===== src/evpn_route_parser_unit_macros.svh =====
// Assertion macros shared by the EVPN route parser RTL.
`ifndef EVPN_ROUTE_PARSER_UNIT_MACROS_SVH
`define EVPN_ROUTE_PARSER_UNIT_MACROS_SVH

// Same-cycle implication, checked on every rising edge outside reset.
`define EVPN_RP_ASSERT_NOW(lbl, ante, cons, msg) \
  lbl: assert property (@(posedge clk_i) disable iff (!rst_ni) (ante) |-> (cons)) \
    else $error(msg);

// Next-cycle implication, checked on every rising edge outside reset.
`define EVPN_RP_ASSERT_NEXT(lbl, ante, cons, msg) \
  lbl: assert property (@(posedge clk_i) disable iff (!rst_ni) (ante) |=> (cons)) \
    else $error(msg);

`endif


===== src/evpn_rp_pkg.sv =====
// Types, constants and field capture functions for the EVPN route parser.
package evpn_rp_pkg;

  localparam logic [7:0] KIND_AD      = 8'd1;
  localparam logic [7:0] KIND_MAC_IP  = 8'd2;
  localparam logic [7:0] KIND_MCAST   = 8'd3;
  localparam logic [7:0] KIND_SEGMENT = 8'd4;

  localparam logic [7:0] RD_END        = 8'd8;
  localparam logic [7:0] ESI_TOP_END   = 8'd10;
  localparam logic [7:0] ESI_END       = 8'd18;
  localparam logic [7:0] MCAST_TAG_END = 8'd12;
  localparam logic [7:0] TAG_END       = 8'd22;
  localparam logic [7:0] AD_LEN        = 8'd25;
  localparam logic [7:0] MAC_START     = 8'd23;
  localparam logic [7:0] MAC_IP_IP_OFF = 8'd29;
  localparam logic [7:0] MCAST_IP_OFF  = 8'd12;
  localparam logic [7:0] SEG_IP_OFF    = 8'd18;
  localparam logic [7:0] LABEL_BYTES   = 8'd3;
  localparam logic [7:0] IP4_BITS      = 8'd32;
  localparam logic [7:0] IP6_BITS      = 8'd128;

  typedef enum logic [2:0] {
    ST_OK         = 3'd0,
    ST_OK_TWO_LBL = 3'd1,
    ST_SKIPPED    = 3'd2,
    ST_TRUNCATED  = 3'd3,
    ST_BAD_IP_LEN = 3'd4
  } status_e;

  typedef enum logic [2:0] {
    PH_TYPE = 3'b001,
    PH_LEN  = 3'b010,
    PH_BODY = 3'b100
  } phase_e;

  typedef struct packed {
    logic [63:0] rd;
    logic [15:0] esi_top;
    logic [63:0] esi_low;
    logic [31:0] tag;
    logic [47:0] mac;
    logic [7:0]  ip_len;
    logic [63:0] ip_hi;
    logic [63:0] ip_lo;
    logic [23:0] lbl_one;
    logic [23:0] lbl_two;
  } fields_t;

  typedef struct packed {
    logic [7:0] kind;
    fields_t    fields;
    status_e    status;
  } result_t;

  function automatic logic kind_known(logic [7:0] k);
    return (k >= KIND_AD) && (k <= KIND_SEGMENT);
  endfunction

  function automatic logic ip_len_good(logic [7:0] l);
    return (l == 8'd0) || (l == IP4_BITS) || (l == IP6_BITS);
  endfunction

  function automatic logic [7:0] ip_offset(logic [7:0] k);
    logic [7:0] off;
    if (k == KIND_MAC_IP) begin
      off = MAC_IP_IP_OFF;
    end else if (k == KIND_MCAST) begin
      off = MCAST_IP_OFF;
    end else begin
      off = SEG_IP_OFF;
    end
    return off;
  endfunction

  function automatic status_e finish_status(logic [7:0] k, logic [7:0] len,
                                            logic [7:0] ip_len);
    logic [7:0] off;
    logic [7:0] n;
    logic [7:0] need;
    status_e    st;
    off  = ip_offset(k);
    n    = ip_len >> 3;
    need = (k == KIND_MAC_IP) ? (off + n + 8'd4) : (off + n + 8'd1);
    if (!kind_known(k)) begin
      st = ST_SKIPPED;
    end else if (k == KIND_AD) begin
      st = (len < AD_LEN) ? ST_TRUNCATED : ST_OK;
    end else if (len <= off) begin
      st = ST_TRUNCATED;
    end else if (!ip_len_good(ip_len)) begin
      st = ST_BAD_IP_LEN;
    end else if (len < need) begin
      st = ST_TRUNCATED;
    end else if ((k == KIND_MAC_IP) && (len == need + LABEL_BYTES)) begin
      st = ST_OK_TWO_LBL;
    end else begin
      st = ST_OK;
    end
    return st;
  endfunction

  function automatic fields_t capture(logic [7:0] k, logic [7:0] p, logic [7:0] len,
                                      fields_t f, logic [7:0] b);
    fields_t    r;
    logic [7:0] off;
    logic [7:0] n;
    logic [7:0] rel;
    logic [2:0] lane;
    r    = f;
    off  = ip_offset(k);
    n    = f.ip_len >> 3;
    rel  = p - off - 8'd1;
    lane = 3'd7 - rel[2:0];
    if (kind_known(k)) begin
      if (p < RD_END) begin
        r.rd = {f.rd[55:0], b};
      end else if ((k != KIND_MCAST) && (p < ESI_TOP_END)) begin
        r.esi_top = {f.esi_top[7:0], b};
      end else if ((k != KIND_MCAST) && (p < ESI_END)) begin
        r.esi_low = {f.esi_low[55:0], b};
      end else if ((k == KIND_MCAST) && (p < MCAST_TAG_END)) begin
        r.tag = {f.tag[23:0], b};
      end else if (((k == KIND_AD) || (k == KIND_MAC_IP)) && (p < TAG_END)) begin
        r.tag = {f.tag[23:0], b};
      end else if (k == KIND_AD) begin
        if (p < AD_LEN) begin
          r.lbl_one = {f.lbl_one[15:0], b};
        end
      end else if ((k == KIND_MAC_IP) && (p < MAC_IP_IP_OFF)) begin
        if (p >= MAC_START) begin
          r.mac = {f.mac[39:0], b};
        end
      end else if (p == off) begin
        r.ip_len = b;
      end else if ((p > off) && ip_len_good(f.ip_len)) begin
        if (rel < n) begin
          if (!rel[3]) begin
            r.ip_hi[{lane, 3'b000} +: 8] = f.ip_hi[{lane, 3'b000} +: 8] | b;
          end else begin
            r.ip_lo[{lane, 3'b000} +: 8] = f.ip_lo[{lane, 3'b000} +: 8] | b;
          end
        end else if (k == KIND_MAC_IP) begin
          if (p < off + n + 8'd4) begin
            r.lbl_one = {f.lbl_one[15:0], b};
          end else if ((p < off + n + 8'd7) && (len == off + n + 8'd7)) begin
            r.lbl_two = {f.lbl_two[15:0], b};
          end
        end
      end
    end
    return r;
  endfunction

endpackage


===== src/evpn_rp_core.sv =====
// Parse phase, byte position and field shift registers of the EVPN route parser.
module evpn_rp_core (
  input  logic                 clk_i,
  input  logic                 rst_ni,
  input  logic                 beat_i,
  input  logic [7:0]           data_byte_i,
  input  logic                 last_byte_i,
  output logic                 emit_o,
  output evpn_rp_pkg::result_t result_o
);
  import evpn_rp_pkg::*;

  phase_e     phase_q, phase_d;
  logic [7:0] pos_q, pos_d;
  logic [7:0] len_q, len_d;
  logic [7:0] kind_q, kind_d;
  fields_t    fld_q, fld_d;
  logic       emit;
  logic       use_fin;
  status_e    fin_status;

  always_comb begin
    phase_d = phase_q;
    pos_d   = pos_q;
    len_d   = len_q;
    kind_d  = kind_q;
    fld_d   = fld_q;
    emit    = 1'b0;
    use_fin = 1'b0;
    if (beat_i) begin
      unique case (phase_q)
        PH_TYPE: begin
          fld_d  = '0;
          pos_d  = 8'd0;
          len_d  = 8'd0;
          kind_d = data_byte_i;
          if (last_byte_i) begin
            emit = 1'b1;
          end else begin
            phase_d = PH_LEN;
          end
        end
        PH_LEN: begin
          len_d = data_byte_i;
          pos_d = 8'd0;
          if (data_byte_i == 8'd0) begin
            emit    = 1'b1;
            use_fin = 1'b1;
          end else if (last_byte_i) begin
            emit = 1'b1;
          end else begin
            phase_d = PH_BODY;
          end
        end
        PH_BODY: begin
          fld_d = capture(kind_q, pos_q, len_q, fld_q, data_byte_i);
          pos_d = pos_q + 8'd1;
          if (pos_d == len_q) begin
            emit    = 1'b1;
            use_fin = 1'b1;
          end else if (last_byte_i) begin
            emit = 1'b1;
          end
        end
        default: begin
          phase_d = PH_TYPE;
        end
      endcase
      if (emit) begin
        phase_d = PH_TYPE;
      end
    end
  end

  assign fin_status = finish_status(kind_d, len_d, fld_d.ip_len);

  always_comb begin
    result_o.kind   = kind_d;
    result_o.fields = kind_known(kind_d) ? fld_d : '0;
    result_o.status = use_fin ? fin_status : ST_TRUNCATED;
  end

  assign emit_o = emit;

  always_ff @(posedge clk_i or negedge rst_ni) begin
    if (!rst_ni) begin
      phase_q <= PH_TYPE;
      pos_q   <= 8'd0;
      len_q   <= 8'd0;
      kind_q  <= 8'd0;
      fld_q   <= '0;
    end else begin
      phase_q <= phase_d;
      pos_q   <= pos_d;
      len_q   <= len_d;
      kind_q  <= kind_d;
      fld_q   <= fld_d;
    end
  end

endmodule


===== src/evpn_route_parser_unit.sv =====
// Top level of the EVPN route parser: handshake, result register and checks.

// The parser takes one EVPN route byte per beat, with last_byte_i marking the
// final byte of the attribute, and sustains one byte per clock cycle when
// not stalled. A route's result appears in the output register in the cycle
// after the beat that ends it. Input beats keep flowing while it waits; the
// input stalls only when the output register is full and the receiver stalls.
`include "evpn_route_parser_unit_macros.svh"

module evpn_route_parser_unit (
  input  logic        clk_i,
  input  logic        rst_ni,
  input  logic        in_valid_i,
  output logic        in_stall_o,
  input  logic [7:0]  data_byte_i,
  input  logic        last_byte_i,
  output logic        out_valid_o,
  input  logic        out_stall_i,
  output logic [7:0]  route_kind_o,
  output logic [63:0] rd_value_o,
  output logic [15:0] esi_top_o,
  output logic [63:0] esi_low_o,
  output logic [31:0] ethernet_tag_o,
  output logic [47:0] mac_address_o,
  output logic [7:0]  ip_bits_o,
  output logic [63:0] ip_high_o,
  output logic [63:0] ip_low_o,
  output logic [23:0] label_one_o,
  output logic [23:0] label_two_o,
  output logic [2:0]  status_o
);
  import evpn_rp_pkg::*;

  logic    accept;
  logic    emit;
  result_t result;
  result_t out_q;
  logic    out_valid_q, out_valid_d;

  assign in_stall_o = out_valid_q & out_stall_i;
  assign accept     = in_valid_i & ~in_stall_o;

  evpn_rp_core u_core (
    .clk_i       (clk_i),
    .rst_ni      (rst_ni),
    .beat_i      (accept),
    .data_byte_i (data_byte_i),
    .last_byte_i (last_byte_i),
    .emit_o      (emit),
    .result_o    (result)
  );

  assign out_valid_d = (accept & emit) | (out_valid_q & out_stall_i);

  always_ff @(posedge clk_i or negedge rst_ni) begin
    if (!rst_ni) begin
      out_valid_q <= 1'b0;
    end else begin
      out_valid_q <= out_valid_d;
    end
  end

  always_ff @(posedge clk_i) begin
    if (accept && emit) begin
      out_q <= result;
    end
  end

  assign out_valid_o    = out_valid_q;
  assign route_kind_o   = out_q.kind;
  assign rd_value_o     = out_q.fields.rd;
  assign esi_top_o      = out_q.fields.esi_top;
  assign esi_low_o      = out_q.fields.esi_low;
  assign ethernet_tag_o = out_q.fields.tag;
  assign mac_address_o  = out_q.fields.mac;
  assign ip_bits_o      = out_q.fields.ip_len;
  assign ip_high_o      = out_q.fields.ip_hi;
  assign ip_low_o       = out_q.fields.ip_lo;
  assign label_one_o    = out_q.fields.lbl_one;
  assign label_two_o    = out_q.fields.lbl_two;
  assign status_o       = 3'(out_q.status);

  `EVPN_RP_ASSERT_NOW(a_stall_needs_result, in_stall_o, out_valid_o, "Input stalled with no result held.")
  `EVPN_RP_ASSERT_NEXT(a_emit_shows_result, accept && emit, out_valid_o, "Finished route did not reach the output.")
  `EVPN_RP_ASSERT_NOW(a_skip_fields_zero, out_valid_o && (status_o == 3'(ST_SKIPPED)), (rd_value_o == 64'd0) && (ip_bits_o == 8'd0) && (label_one_o == 24'd0), "Skipped route carries field data.")
  `EVPN_RP_ASSERT_NOW(a_two_labels_mac_ip, out_valid_o && (status_o == 3'(ST_OK_TWO_LBL)), route_kind_o == KIND_MAC_IP, "Two-label status on a route that is not MAC/IP.")

endmodule


===== config.mk =====
export PLATFORM = sky130hd
export DESIGN_NAME = evpn_route_parser_unit
export DESIGN_NICKNAME = d
export VERILOG_FILES = /design/src/evpn_rp_pkg.sv /design/src/evpn_rp_core.sv /design/src/evpn_route_parser_unit.sv
export VERILOG_INCLUDE_DIRS = /design/src /design/src/src
export SDC_FILE = /design/constraint.sdc
export NUM_CORES = 1
export LEC_CHECK = 0
export BUFFER_PORTS_ARGS = -buffer_cell sky130_fd_sc_hd__buf_2
export CAP_MARGIN = 20
export CELL_PAD_IN_SITES_DETAIL_PLACEMENT = 1
export CELL_PAD_IN_SITES_GLOBAL_PLACEMENT = 2
export CORE_ASPECT_RATIO = 1.5
export CORE_MARGIN = 5
export CORE_UTILIZATION = 40
export CTS_CLUSTER_SIZE = 25
export DETAILED_ROUTE_END_ITERATION = 8
export HOLD_SLACK_MARGIN = 0.15
export PLACE_DENSITY = 0.75
export SLEW_MARGIN = 20
export SYNTH_ARGS = -nofsm -noshare
export SYNTH_HDL_FRONTEND = slang
export SYNTH_SLANG_ARGS = --single-unit

===== constraint.sdc =====
create_clock -name clk_i -period 27.2 [get_ports clk_i]
set_input_delay 0 -clock clk_i [delete_from_list [all_inputs] [get_ports clk_i]]
set_output_delay 0 -clock clk_i [all_outputs]
set_load 0.01 [all_outputs]

==> impl_results.md, run 1 <==
* Status: finished clean
* Placer congestion estimate at just under 0.9
* Number of synthesized flops with an enable pin at about 420
* # IOs at between 400 and 500
* Register area share after synthesis at 0.645
* Synthesized cell area at ~36,000 µm²
* Largest net degree at the start of global routing at 104
* Synth Area per Inst at between 10 and 15 µm²
* Top routing layer in use: met4
* Cell taking the most area after synthesis: edfxtp_1
* Leakage at 19.0 nW
* Antenna-violating nets left at 0
* Clock latency on the worst-skew pair at ~0.67 ns
* Worst Path Max Fanout at between 40 and 50
* Setup Skew at between 0.02 and 0.025 ns
* Total power at about 3.6 mW
* Predominant post-synthesis flop cell: dfrtp_1
* Die X at 256 µm
* Hold/Removal Path Class: in2reg
* Met3 wire length at around 4900 µm
* Max Freq at ~130 MHz
* Synth area leaders: edfxtp_1 (35%), dfrtp_1 (30%), a22o_1 (8.4%)
* Setup crit end kind: flop
* Final wirelength at around 120,000 µm
* Die area at ~97,000 µm²
* Cts bufs inserted at 83
* Commonest non-fill, non-tap cells in the layout: dfrtp_1 (435), buf_2 (432), edfxtp_1 (419), a22o_1 (348), and2_1 (308)
* P per Cell Area at roughly 83 nW/µm²
* Final Max Tran Viols at 0
* Routed vias at ~25,000
* Cts hold-fix bufs at 16
* First-pass GRT wire length at around 170,000 µm
* Synth top area share at 0.345
* Layout cells sized above 1 at 0.218
* Fin Setup TNS at 0 ns
* Buffers from clock root to sink, at most at 3
* Starting Density at 0.403
* Largest family of logic cells by synthesized area: compound AO/OA/AOI/OAI gates
* Dpl hpwl at 80,500 µm
* DRC violations left at 0
* Simple-Gate Fraction of Synth Area at 0.115
* Startpoint types: flop
* Maxcap violations at 0
* Final non-filler cell total at between 4,000 and 5,000
* # Post-CTS Setup Buffers at 0
* WP data arrival at about 8.4 ns
* Mux cell area share after synthesis at 0.0220
* Final Net Count at 3,253
* Met2 WL at roughly 60,000 µm
* Synth warnings at 0
* Adder-cell area share of the yosys netlist at 0.0205
* Min Tclk post-route at between 7 and 8 ns
* Worst slew pin tran at 1.12 ns
* Compound-gate portion of the synthesized area at 0.163
* Placed insts at between 4,000 and 5,000
* Die Ht at roughly 380 µm
* IO buf count at ~430
* CTS tree: built
* Worst slack, placed at 19.25 ns
* Sink Count at between 800 and 900
* Yosys reg bits at approximately 860
* Critical Path RT at around 28 ns
* Number of antenna violations at the first check in global routing at 1
* Async S/R FF share, synth at 0.510
* Post-Synth XOR/XNOR Area at 0.0119
* Post_cts resized at 0
* Reg clk slew, reported paths at around 0.07 ns
* RSZ-0062 raised after global routing: false
* Post-layout util at 0.476
* Metal-1 WL at 46,800 µm
* Distinct cell type count after synthesis at 96
* Vias in the first global route at 26,813
* # rows at 135
* DP Area at approximately 40,000 µm²
* Initial DRC count at ~1,600
* TritonRoute pass-1 iters at 7
* Tot GR Track Use at 0.230
* Hold_ws at around 0.42 ns
* Core area at 90,400 µm²
* Clk root buf: clkbuf_16
* Remaining global-route overflow at 0
* CP Class: reg2reg
* Vias per Instance at approximately 5.6
* Synth Net Count at roughly 2,800
* Gate Count Post-Synth at between 2,000 and 3,000
* Commonest non-fill, non-tap cell in the layout: dfrtp_1
* Peak supply drop at 0.0790 mV
* Final Hold Fails at 0
* Avg WL per Cell at about 26 µm
* Rel. slew slack at 0.249
* Finished Cell Area at roughly 43,000 µm²
* Setup Viol. Count Final at 0
* Setup slack after layout at 19.27 ns
* Tcrit/Tclk final at 0.292
* H-tree levels at 3
* Synth-to-layout area growth at 17.9%
-- report_power, final --
group | total (mW) | switching [mW] | leakage [nW] | internal, mW
Clock | 1.23 | 0.524 | 1.41 | 0.705
Combinational | 0.775 | 0.593 | 7.55 | 0.182
Sequential | 1.58 | 0.0753 | 10.0 | 1.50
Total | 3.58 | 1.19 | 19.0 | 2.39
-- critical path, stage by stage (launching register included) --
cell and delay (ns):
dfrtp_1 0.47, or4b_4 0.61, nor2_8 0.21, inv_4 0.11, nor2_2 0.18, inv_2 0.08
ha_2 0.32, buf_4 0.61, nand4_1 0.18, nor4bb_1 0.31, o2111ai_1 0.28, nor3_1 0.65
a22oi_1 0.24, inv_1 0.15, ha_1 0.18, inv_1 0.07, fa_1 0.44, xor2_1 0.46
inv_1 0.24, ha_1 0.36, nand2_1 0.06, a221o_1 0.46, nor2_1 0.24, o21ai_0 0.16
a31oi_1 0.20, o211ai_1 0.12, a32o_1 0.26
-- cell usage after synthesis (11+ instances only) --
library cell    n
dfrtp_1       435
edfxtp_1      419
a22o_1        348
and2_1        309
nand2_1       184
o21ai_0       112
nor2_1        107
a21o_1        106
clkbuf_1      105
a21oi_1        75
ha_1           55
inv_1          46
buf_2          32
mux4_2         32
nand3_1        30
xnor2_1        29
o21a_1         25
nand2b_1       19
and3_1         16
buf_1          16
nor3_1         16
a211oi_1       14
o2bb2ai_1      12
nor4_1         11
o31ai_1        11
or3_1          11
xor2_1         11
-- layout make-up --
class                   instances  area [µm²]
well taps                    1164        1460
clock buffers                 115        2370
fillers                      9246       47400
clock inverters                40         541
inverters                      50         190
multi-input cells            1694       12200
flip-flops and latches        855       23500
diodes                          1        2.50
repair buffers                498        2730
-- flip-flops by register name, summed over array words and instances (netlist names), 16 cells and up --
signal	flops
u_core.fld_q	408
esi_low_o	64
ip_high_o	64
ip_low_o	64
rd_value_o	64
mac_address_o	48
ethernet_tag_o	32
label_one_o	24
label_two_o	24
esi_top_o	16
-- cell families (layout without fill, tap and decap cells) --
logic type	after synthesis	after routing
flip-flops	855	855
multiplexers	40	40
adder cells (fa/ha/maj)	58	58
buffers and inverters	207	703
XOR/XNOR	44	44
other	0	1
AND/OR/NAND/NOR	770	770
AO/OA/AOI/OAI	782	782
-- metal layers --
layer  vias to the layer above  track usage
li1                      11070            -
met1                     12784        0.281
met2                       708        0.411
met3                       173       0.0338
met4                         0       0.0870
met5                         -            0
-- final timing paths --
kind / startpoint / endpoint / slack (ns) / cells past startpoint
max in group asynchronous: rst_ni / u_core.fld_q[358] / 24.29 / 6
min in group asynchronous: rst_ni / u_core.fld_q[301] / 0.55 / 4
max: u_core.kind_q[4] / status_o[0] / 19.27 / 26
min reg2reg: u_core.fld_q[19] / u_core.fld_q[19] / 0.49 / 2
max reg2reg: u_core.kind_q[4] / status_o[0] / 19.27 / 26
min: out_stall_i / u_core.phase_q[2] / 0.42 / 4
No activity file was read; power rests on OpenSTA's default activity.
==> run 2, diff against run 1 <==
CORE_UTILIZATION = 37   (was 40)
PLACE_DENSITY = 0.73   (was 0.75)
clock period = 6.4 ns   (was 27.2 ns; I/O delays follow)
==> impl_results.md, run 2 (synthesis gave the netlist of run 1 again) <==
* Status: finished clean
* Diodes inserted at 0
* Rel. slew slack at 0.318
* Clock latency on the worst-skew pair at 0.68 ns
* DRC violations left at 0
* Startpoint types: flop
* Hold/Removal Path Class: in2reg
* Hold_ws at ~0.40 ns
* CP Class: reg2reg
* Reg clk slew, reported paths at about 0.07 ns
* Min Tclk post-route at 6.03 ns
* Commonest non-fill, non-tap cell in the layout: dfrtp_1
* Antenna-violating nets left at 0
* Vias in the first global route at approximately 27,000
* Commonest non-fill, non-tap cells in the layout: dfrtp_1 (433), buf_2 (432), edfxtp_1 (419), a22o_1 (348), and2_1 (307)
* Final Net Count at about 3,300
* Sink Count at ~860
* Final Hold Fails at 0
* Die area at 105,000 µm²
* Max Freq at approximately 170 MHz
* Final Max Tran Viols at 0
* Post-layout util at 0.443
* TritonRoute pass-1 iters at 5
* Dpl hpwl at about 84,000 µm
* Setup Viol. Count Final at 0
* Critical Path RT at roughly 7 ns
* Tot GR Track Use at 0.221
* Die Ht at roughly 390 µm
* Starting Density at 0.372
* CTS tree: built
* Layout cells sized above 1 at 0.230
* # rows at around 140
* First-pass GRT wire length at roughly 180,000 µm
* Die X at around 270 µm
* WP data arrival at between 6 and 7 ns
* Final wirelength at 118,000 µm
* Worst Path Max Fanout at 8
* Remaining global-route overflow at 0
* Avg WL per Cell at approximately 26 µm
* Core area at slightly below 100,000 µm²
* Cts bufs inserted at between 80 and 90
* Number of antenna violations at the first check in global routing at 0
* Largest Register: u_core.fld_q
* Placer congestion estimate at between 0.8 and 0.9
* Largest net degree at the start of global routing at ~190
* P per Cell Area at between 300 and 400 nW/µm²
* Maxcap violations at 0
* Vias per Instance at roughly 5.4
* Setup Skew at approximately 0.031 ns
* Initial DRC count at between 1,500 and 2,000
* # IOs at between 400 and 500
* Worst slew pin tran at 1.02 ns
* Setup crit end kind: flop
* IO buf count at between 400 and 500
* Routed vias at around 25,000
* Leakage at between 15 and 20 nW
* Tcrit/Tclk final at 0.943
* Clk root buf: clkbuf_16
* Total power at between 15 and 20 mW
* Max reg flops at 408
* Synth-to-layout area growth at 19.3%
* Peak supply drop at ~0.20 mV
* H-tree levels at 3
* Buffers from clock root to sink, at most at 3
* # Post-CTS Setup Buffers at 0
## run 2: path summary, 6_finish.rpt
check / endpoint / cells past startpoint / slack [ns] / from
min in group asynchronous: u_core.fld_q[296] / 4 / 0.59 / rst_ni
setup reg to reg: status_o[0] / 27 / 0.37 / u_core.kind_q[4]
hold reg to reg: u_core.fld_q[19] / 2 / 0.48 / u_core.fld_q[19]
max in group asynchronous: u_core.fld_q[387] / 4 / 5.07 / rst_ni
setup / recovery: status_o[0] / 27 / 0.37 / u_core.kind_q[4]
hold / removal: u_core.kind_q[2] / 4 / 0.40 / data_byte_i[2]
## run 2: layer usage
metal | share of wire | GRT usage
met3 | 0.044 | 0.0299
met2 | 0.52 | 0.397
met1 | 0.40 | 0.270
met5 | 0 | 0
met4 | 0.034 | 0.0784
## run 2: worst max-delay path, stage by stage, from the launching register on
cell      delay, ns
dfrtp_1        0.38
or4b_4         0.58
nor2_8         0.12
inv_4          0.09
ha_2           0.39
and3_1         0.21
and3_1         0.20
nand4b_1       0.17
nor4_4         0.21
o21ai_1        0.15
a22oi_1        0.28
inv_1          0.11
ha_1           0.22
inv_1          0.08
fa_1           0.45
buf_4          0.17
nor2b_1        0.21
nand2_1        0.09
xnor3_1        0.21
mux2i_2        0.28
ha_1           0.30
a21oi_1        0.15
nor2b_1        0.06
o21ai_0        0.16
nand2b_1       0.09
a211oi_2       0.23
o22a_1         0.19
a32o_1         0.12
## run 2: report_power, final
part	switching (mW)	total (mW)	internal (mW)
Sequential	0.306	6.69	6.39
Clock	2.24	5.01	2.77
Combinational	2.56	3.42	0.858
## run 2: area by class of cell
type | count | area [µm²]
inverters | 50 | 190
repair buffers | 540 | 3160
clock inverters | 45 | 517
well taps | 1287 | 1610
flip-flops and latches | 855 | 23500
multi-input cells | 1694 | 12200
fillers | 10175 | 54600
clock buffers | 112 | 2260
## run 2: metrics by stage
| stage | setup TNS [ns] | setup slack (ns) | area, µm² | std cells |
|---|---|---|---|---|
| after floorplan | -830.26 | -1.98 | 36500 | 2756 |
| after global placement | 0 | 0.217 | 40500 | 4409 |
| after detailed placement | 0 | 0.152 | 40500 | 4409 |
| after CTS | 0 | 0.152 | 43400 | 4582 |
| after global routing | -0.00409 | -0.00409 | 43500 | 4583 |
| final | 0 | 0.367 | 43500 | 4583 |
## run 2: what timing repair did
action	4_1_cts	5_1_grt
setup endpoints to repair	0	3
hold buffers	16	0
hold endpoints to repair	294	0
resized for setup	0	10
==> run 3, diff against run 2 <==
CORE_ASPECT_RATIO = 0.5   (was 1.5)
SETUP_SLACK_MARGIN = 0.4   (was unset)
==> impl_results.md, run 3 (synthesis gave the netlist of run 1 again) <==
* P per Cell Area at around 350 nW/µm²
* Vias in the first global route at about 26,000
* Final Hold Fails at 0
* Tot GR Track Use at 0.212
* Crit path max-delay cell type: or4b_4
* Final Max Tran Viols at 0
* Commonest non-fill, non-tap cells in the layout: dfrtp_1 (433), buf_2 (432), edfxtp_1 (419), a22o_1 (348), and2_1 (306)
* Clock latency on the worst-skew pair at 0.68 ns
* Max Freq at ~170 MHz
* Layout cells sized above 1 at 0.241
* Maxcap violations at 0
* Clk root buf: clkbuf_16
* CTS tree: built
* # rows at 81
* Setup slack after layout at 0.576 ns
* Buffers from clock root to sink, at most at 3
* H-tree levels at 3
* Final wirelength at approximately 110,000 µm
* Avg WL per Cell at 24.6 µm
* Remaining global-route overflow at 0
* Met1 usage at 0.284
* Diodes inserted at 0
* Worst slack, placed at 0.230 ns
* Antenna-violating nets left at 0
* Sink Count at ~860
* Reg clk slew, reported paths at approximately 0.070 ns
* Synth-to-layout area growth at 20.1%
* Critical Path, Cell by Cell: or4b_4, nor2_8, inv_8, ha_4, and3_1, and3_1, nand4b_1, nor4_4, o21ai_1, buf_4, a22o_1, ha_2, a21oi_1, nand2b_1, mux2i_1, a41oi_2, o211ai_2, or2_4, buf_6, or3_4, ha_4, a211oi_2, o22a_1, a32o_1
* Worst Path Max Fanout at 8
* Worst path max stage delay at 0.59 ns
* Min Tclk post-route at around 5.8 ns
* Number of antenna violations at the first check in global routing at 4
* Hold/Removal Path Class: in2reg
* # IOs at roughly 430
* DP Area at just over 40,000 µm²
* TritonRoute pass-1 iters at 5
* RSZ-0062 raised after global routing: true
* Worst r2r src: u_core.kind_q[4]
* Largest Register: u_core.fld_q
* Dpl hpwl at 77,000 µm
* Placer congestion estimate at around 0.9
* Gr busiest metal: met2
* Met3 Resource Use GR at 0.0339
* Core area at about 98,000 µm²
* Critical R2R Capture: status_o[0]
* Critical Path RT at 6.82 ns
* Hold Crit Depth at 6
* Setup crit end kind: flop
* IO buf count at between 400 and 500
* Vias per Instance at between 5 and 6
* DRC violations left at 0
* Routed vias at between 20,000 and 25,000
* Final Net Count at 3,297
* First-pass GRT wire length at about 170,000 µm
* WHS Endpoint: u_core.phase_q[2]
* CP Class: reg2reg
* Commonest non-fill, non-tap cell in the layout: dfrtp_1
* Leakage at between 15 and 20 nW
* Worst slew pin tran at around 1.1 ns
* Starting Density at 0.373
* Cts bufs inserted at slightly above 80
* Largest net degree at the start of global routing at approximately 150
* Initial DRC count at around 1,900
* Peak supply drop at between 0.2 and 0.3 mV
* Die area at around 110,000 µm²
* R2R cell count at 24
* Setup Viol. Count Final at 0
* Die Ht at 232 µm
* Startpoint types: flop
* Post-layout util at 0.448
* Finished Cell Area at about 44,000 µm²
* Rel. slew slack at 0.289
* GRT met2 Usage at 0.364
* Tcrit/Tclk final at 0.910
* Min-delay src: last_byte_i
* Die X at around 450 µm
* R2r setup slk at 0.58 ns
* WP data arrival at ~6.2 ns
* Setup Skew at between 0.02 and 0.03 ns
* Status: finished clean
* Max reg flops at between 400 and 500
run 3: cell count changes in the layout (fill, tap and decap cells not counted), sizes merged:
cell / delta
inv: -2
clkbuf: +2
buf: +3
bufinv: +1
clkinvlp: -5
clkinv: -1
dlygate4sd3: +1
run 3: per-stage QoR:
step | power [mW] | std cells | hold slack [ns] | setup TNS [ns]
floorplan | 8.74 | 2756 | -0.296 | -830.26
global placement | 10.2 | 4445 | 0.0400 | 0
detailed placement | 10.2 | 4445 | 0.0370 | 0
CTS | 15.4 | 4616 | 0.334 | 0
global route | 15.9 | 4623 | 0.406 | 0
finish | 15.2 | 4623 | 0.380 | 0
run 3: what timing repair did:
| item | 4_1_cts | 5_1_grt |
|---|---|---|
| hold endpoints to repair | 522 | 0 |
| resized for setup | 18 | 30 |
| hold buffers | 17 | 0 |
| cloned | 0 | 0 |
| setup endpoints to repair | 7 | 51 |
| pin swaps | 5 | 21 |
| buffers inserted | 2 | 7 |
run 3: how the worst max path moves through the flow:
stage / slack [ns] / cells past startpoint / from / end
after global routing: 0.33 / 26 / u_core.kind_q[4] / status_o[0]
after global placement: 0.26 / 28 / u_core.kind_q[2] / status_o[0]
after CTS: 0.39 / 26 / u_core.kind_q[2] / status_o[0]
final: 0.58 / 24 / u_core.kind_q[4] / status_o[0]
after detailed placement: 0.23 / 28 / u_core.kind_q[2] / status_o[1]
after floorplan: -1.98 / 11 / u_core.pos_q[1] / esi_low_o[0]
run 3: worst max-delay path: cells and delay by family (launching register included):
kind	cells	cell delay, ns
adder cells (fa/ha/maj)	3	0.98
flip-flops	1	0.38
AO/OA/AOI/OAI	8	1.32
multiplexers	1	0.11
buffers and inverters	3	0.43
AND/OR/NAND/NOR	9	2.34
run 3: layer usage:
metal / wire length [µm] / vias up
li1: - / 11196
met1: 50900 / 13013
met2: 56700 / 451
met3: 4000 / 131
met4: 2270 / 2
met5: 13 / -
run 3: cell type report:
type                    instances  area [µm²]
fillers                     10158       53900
clock inverters                38         418
multi-input cells            1694       12500
flip-flops and latches        855       23500
well taps                    1328        1660
clock buffers                 114        2360
inverters                      50         195
repair buffers                544        3180
run 3: power breakdown:
| group | internal [mW] | switching [mW] | total [mW] | leakage, nW |
|---|---|---|---|---|
| sequential | 6.38 | 0.255 | 6.64 | 10.0 |
| clock | 2.88 | 2.22 | 5.10 | 1.36 |
| combinational | 0.895 | 2.59 | 3.48 | 7.84 |
